==> src/hdl/cbe_ram.sv <==
module cbe_ram #(
  parameter int unsigned Width = 8,
  parameter int unsigned Depth = 16
) (
  input  logic                     clk_i,
  input  logic                     we_i,
  input  logic [$clog2(Depth)-1:0] waddr_i,
  input  logic [Width-1:0]         wdata_i,
  input  logic [$clog2(Depth)-1:0] raddr_i,
  output logic [Width-1:0]         rdata_o
);
  logic [Width-1:0] mem [Depth];

  always_ff @(posedge clk_i) begin
    if (we_i) begin
      mem[waddr_i] <= wdata_i;
    end
    rdata_o <= mem[raddr_i];
  end
endmodule

==> config.mk <==
export PLATFORM = sky130hd
export DESIGN_NAME = cbe_ram
export DESIGN_NICKNAME = d
export VERILOG_FILES = /design/src/hdl/cbe_ram.sv
export SDC_FILE = /design/constraint.sdc
export NUM_CORES = 1
export LEC_CHECK = 0
export BUFFER_PORTS_ARGS = -buffer_cell sky130_fd_sc_hd__buf_2
export CORE_UTILIZATION = 45
export CTS_CLUSTER_DIAMETER = 120
export DETAILED_ROUTE_END_ITERATION = 7
export PLACE_DENSITY_LB_ADDON = 0.2
export SYNTH_ARGS = -nofsm -noshare
export SYNTH_HDL_FRONTEND = slang
export SYNTH_SLANG_ARGS = --single-unit
==> constraint.sdc <==
create_clock -name clk_i -period 5.15 [get_ports clk_i]
set_input_delay 1.03 -clock clk_i [delete_from_list [all_inputs] [get_ports clk_i]]
set_output_delay 1.03 -clock clk_i [all_outputs]
set_load 0.02 [all_outputs]
==> summary.txt <==
Outcome
  – Outcome: completed

Synthesis
  – #FFs+latches synth: 136
  – Post-synthesis cell area: 5150 um2
  – Sequential area share after synthesis: 77.8%
  – Cells after Synth: 229
  – Syn Nets: 247
  – Synthesis warning total: 0
  – Syn Area/Cell: 22.5 um2
  – Netlist cell types: 19

Timing
  – Hold Vio Cnt, Final: 0
  – Post-route clock period utilization: 51.2%
  – Final setup TNS: 0 ns
  – Unrepaired setup endpoints after global routing: no
  – Max Slew Vio Count: 0
  – Max transition margin: 13.8%
  – Clock skew: 0.00712 ns
  – FMAX: 0.379 GHz
  – Period minus WS final: 2.64 ns
  – # setup viols final: 0
  – Worst Max-Slew Pin Slew: 1.28 ns

Hold path
  – Hold WC Path Type: reg2reg
  – Hold depth: 3

Floorplanning
  – Placement row count: 38
  – Core area: 11000 um2
  – Starting Density: 46.9%
  – Full die area: 11900 um2
  – Die Y: 109 um
  – Die W: 109 um
  – Count of boundary I/O pins: 26

Pwr
  – Design Power: 0.00283 W
  – Peak supply drop: 0.206 mV
  – Leak: 2.07 nW
  – PwrDens: 464 nW/um2

Layout
  – Layout Area Growth over Synthesis: 18.7%
  – Ratio of cells with drive above 1 in the final layout: 28.0%
  – Fin nets: 284
  – Fill count: 808
  – Most common cell after layout, fill and taps aside: edfxtp_1
  – Fin util: 55.7%
  – Ant diodes: 0
  – Most frequent cells in the layout: 128 x edfxtp_1, 25 x buf_2, 18 x mux4_2

Place
  – GPL Wtd Cong: 0.678
  – IO Port Bufs: 25
  – Detailed placement HPWL: 5830 um

CTS
  – Cts hold-fix bufs: 0
  – Reg clk slew, reported paths: 0.06 ns
  – # H-tree levels: 4
  – Clock sinks: 136
  – CTS Buffer Depth: 2
  – Root Buffer: clkbuf_16
  – CTS tree: built
  – CTS Buf Count: 17
  – Later-pin clock latency in the skew report: 0.41 ns
  – Post_cts resized: 0
  – Setup bufs post-CTS: 0

GRT
  – Largest net degree at the start of global routing: 33
  – Tot GR Track Use: 18.7%
  – Vias in the first global route: 2387
  – Grt total ovfl: 0
  – Initial antenna violation count: 0
  – Global-route wire length before repair: 14700 um

Detailed routing
  – Detailed Route Iter0 Violations: 151
  – WL final: 9650 um
  – WL/cell: 23.0 um
  – First drt pass iteration count: 4
  – Remaining DRCs: 0
  – Remaining antenna violation count: 0
  – DR vias: 2353
  – Via density: 5.62

Worst setup path
  – Startpoint Class: primary input
  – Crit Path Class: in2reg
  – Critical path required time: 5.16 ns
  – Crit path max fanout: 8
  – CP Capture Type: register
  – Arrival time of the worst setup path: 2.65 ns
  – Worst R2R Path Depth: 3

Flow run
  – Max Cap Viol: 0
## power breakdown
group          internal [W]  switching, W
registers           0.00124    0.00000722
clock network       0.00105      0.000426
logic             0.0000445     0.0000700
total               0.00233      0.000503
## metal layers
metal | vias up | track usage, % | share of wire, %
met1 | 1225 | 25.5 | 43
li1 | 1048 | - | -
met2 | 65 | 28.1 | 51
met4 | 0 | 9.65 | 2.0
met5 | - | 0 | 0
met3 | 15 | 4.42 | 4.6
## through the flow
stage / setup slack, ns / hold slack (ns) / area (um2) / instances
2_1_floorplan: 2.63 / 0.629 / 5150 / 229
3_3_place_gp: 2.08 / 0.655 / 5380 / 387
3_5_place_dp: 2.08 / 0.654 / 5380 / 387
5_1_grt: 2.43 / 0.700 / 6110 / 419
6_report: 2.51 / 0.664 / 6110 / 419
4_1_cts: 2.51 / 0.673 / 6110 / 419
## cell usage after synthesis
library cell,number,share of area [%]
edfxtp_1,128,75
mux4_2,18,7.9
a22oi_1,16,2.3
mux4_1,14,7.1
nor2_1,13,0.95
nand2_1,9,0.66
dfxtp_1,8,3.1
nor3_1,4,0.39
buf_2,3,0.29
buf_6,3,0.66
clkdlybuf4s25_2,3,0.58
nand2b_1,2,0.24
nand3b_1,2,0.29
and2_1,1,0.12
and2b_1,1,0.15
buf_4,1,0.15
nand3_1,1,0.097
nor2b_1,1,0.12
or3b_2,1,0.17
## state kept, by name (all words and copies together) (netlist names)
signal   count
mem        128
rdata_o      8
## final cells by class
cell class                 instances  area, um2  share of cell area [%]
sequential                       136       4000                    65.5
tap                              140        175                    2.87
clock inverter                    15        303                    4.95
clock buffer                      17        425                    6.96
multi-input combinational         83       1060                    17.3
timing repair buffer              28        148                    2.42
## worst max-delay path, cell delays in order
cell    delay, ns
buf_2        0.11
or3b_2       0.51
nor3_1       0.99
## worst paths after layout
kind         startpoint          to  slack (ns)
min reg2reg  mem[14][1]  rdata_o[1]        0.66
max reg2reg   mem[9][5]  rdata_o[5]        3.79
max          waddr_i[2]   mem[0][7]        2.51
min          mem[14][1]  rdata_o[1]        0.66
## kinds of logic (layout without fill, tap and decap cells)
group / count (synthesis) / count (layout) / synth area share [%]
compound gates: 16 / 16 / 2.33
buf+inv: 10 / 60 / 1.68
flops: 136 / 136 / 77.8
mux: 32 / 32 / 15.0
simple gates: 35 / 35 / 3.18
Note: power is estimated with default switching activity, not from simulation.
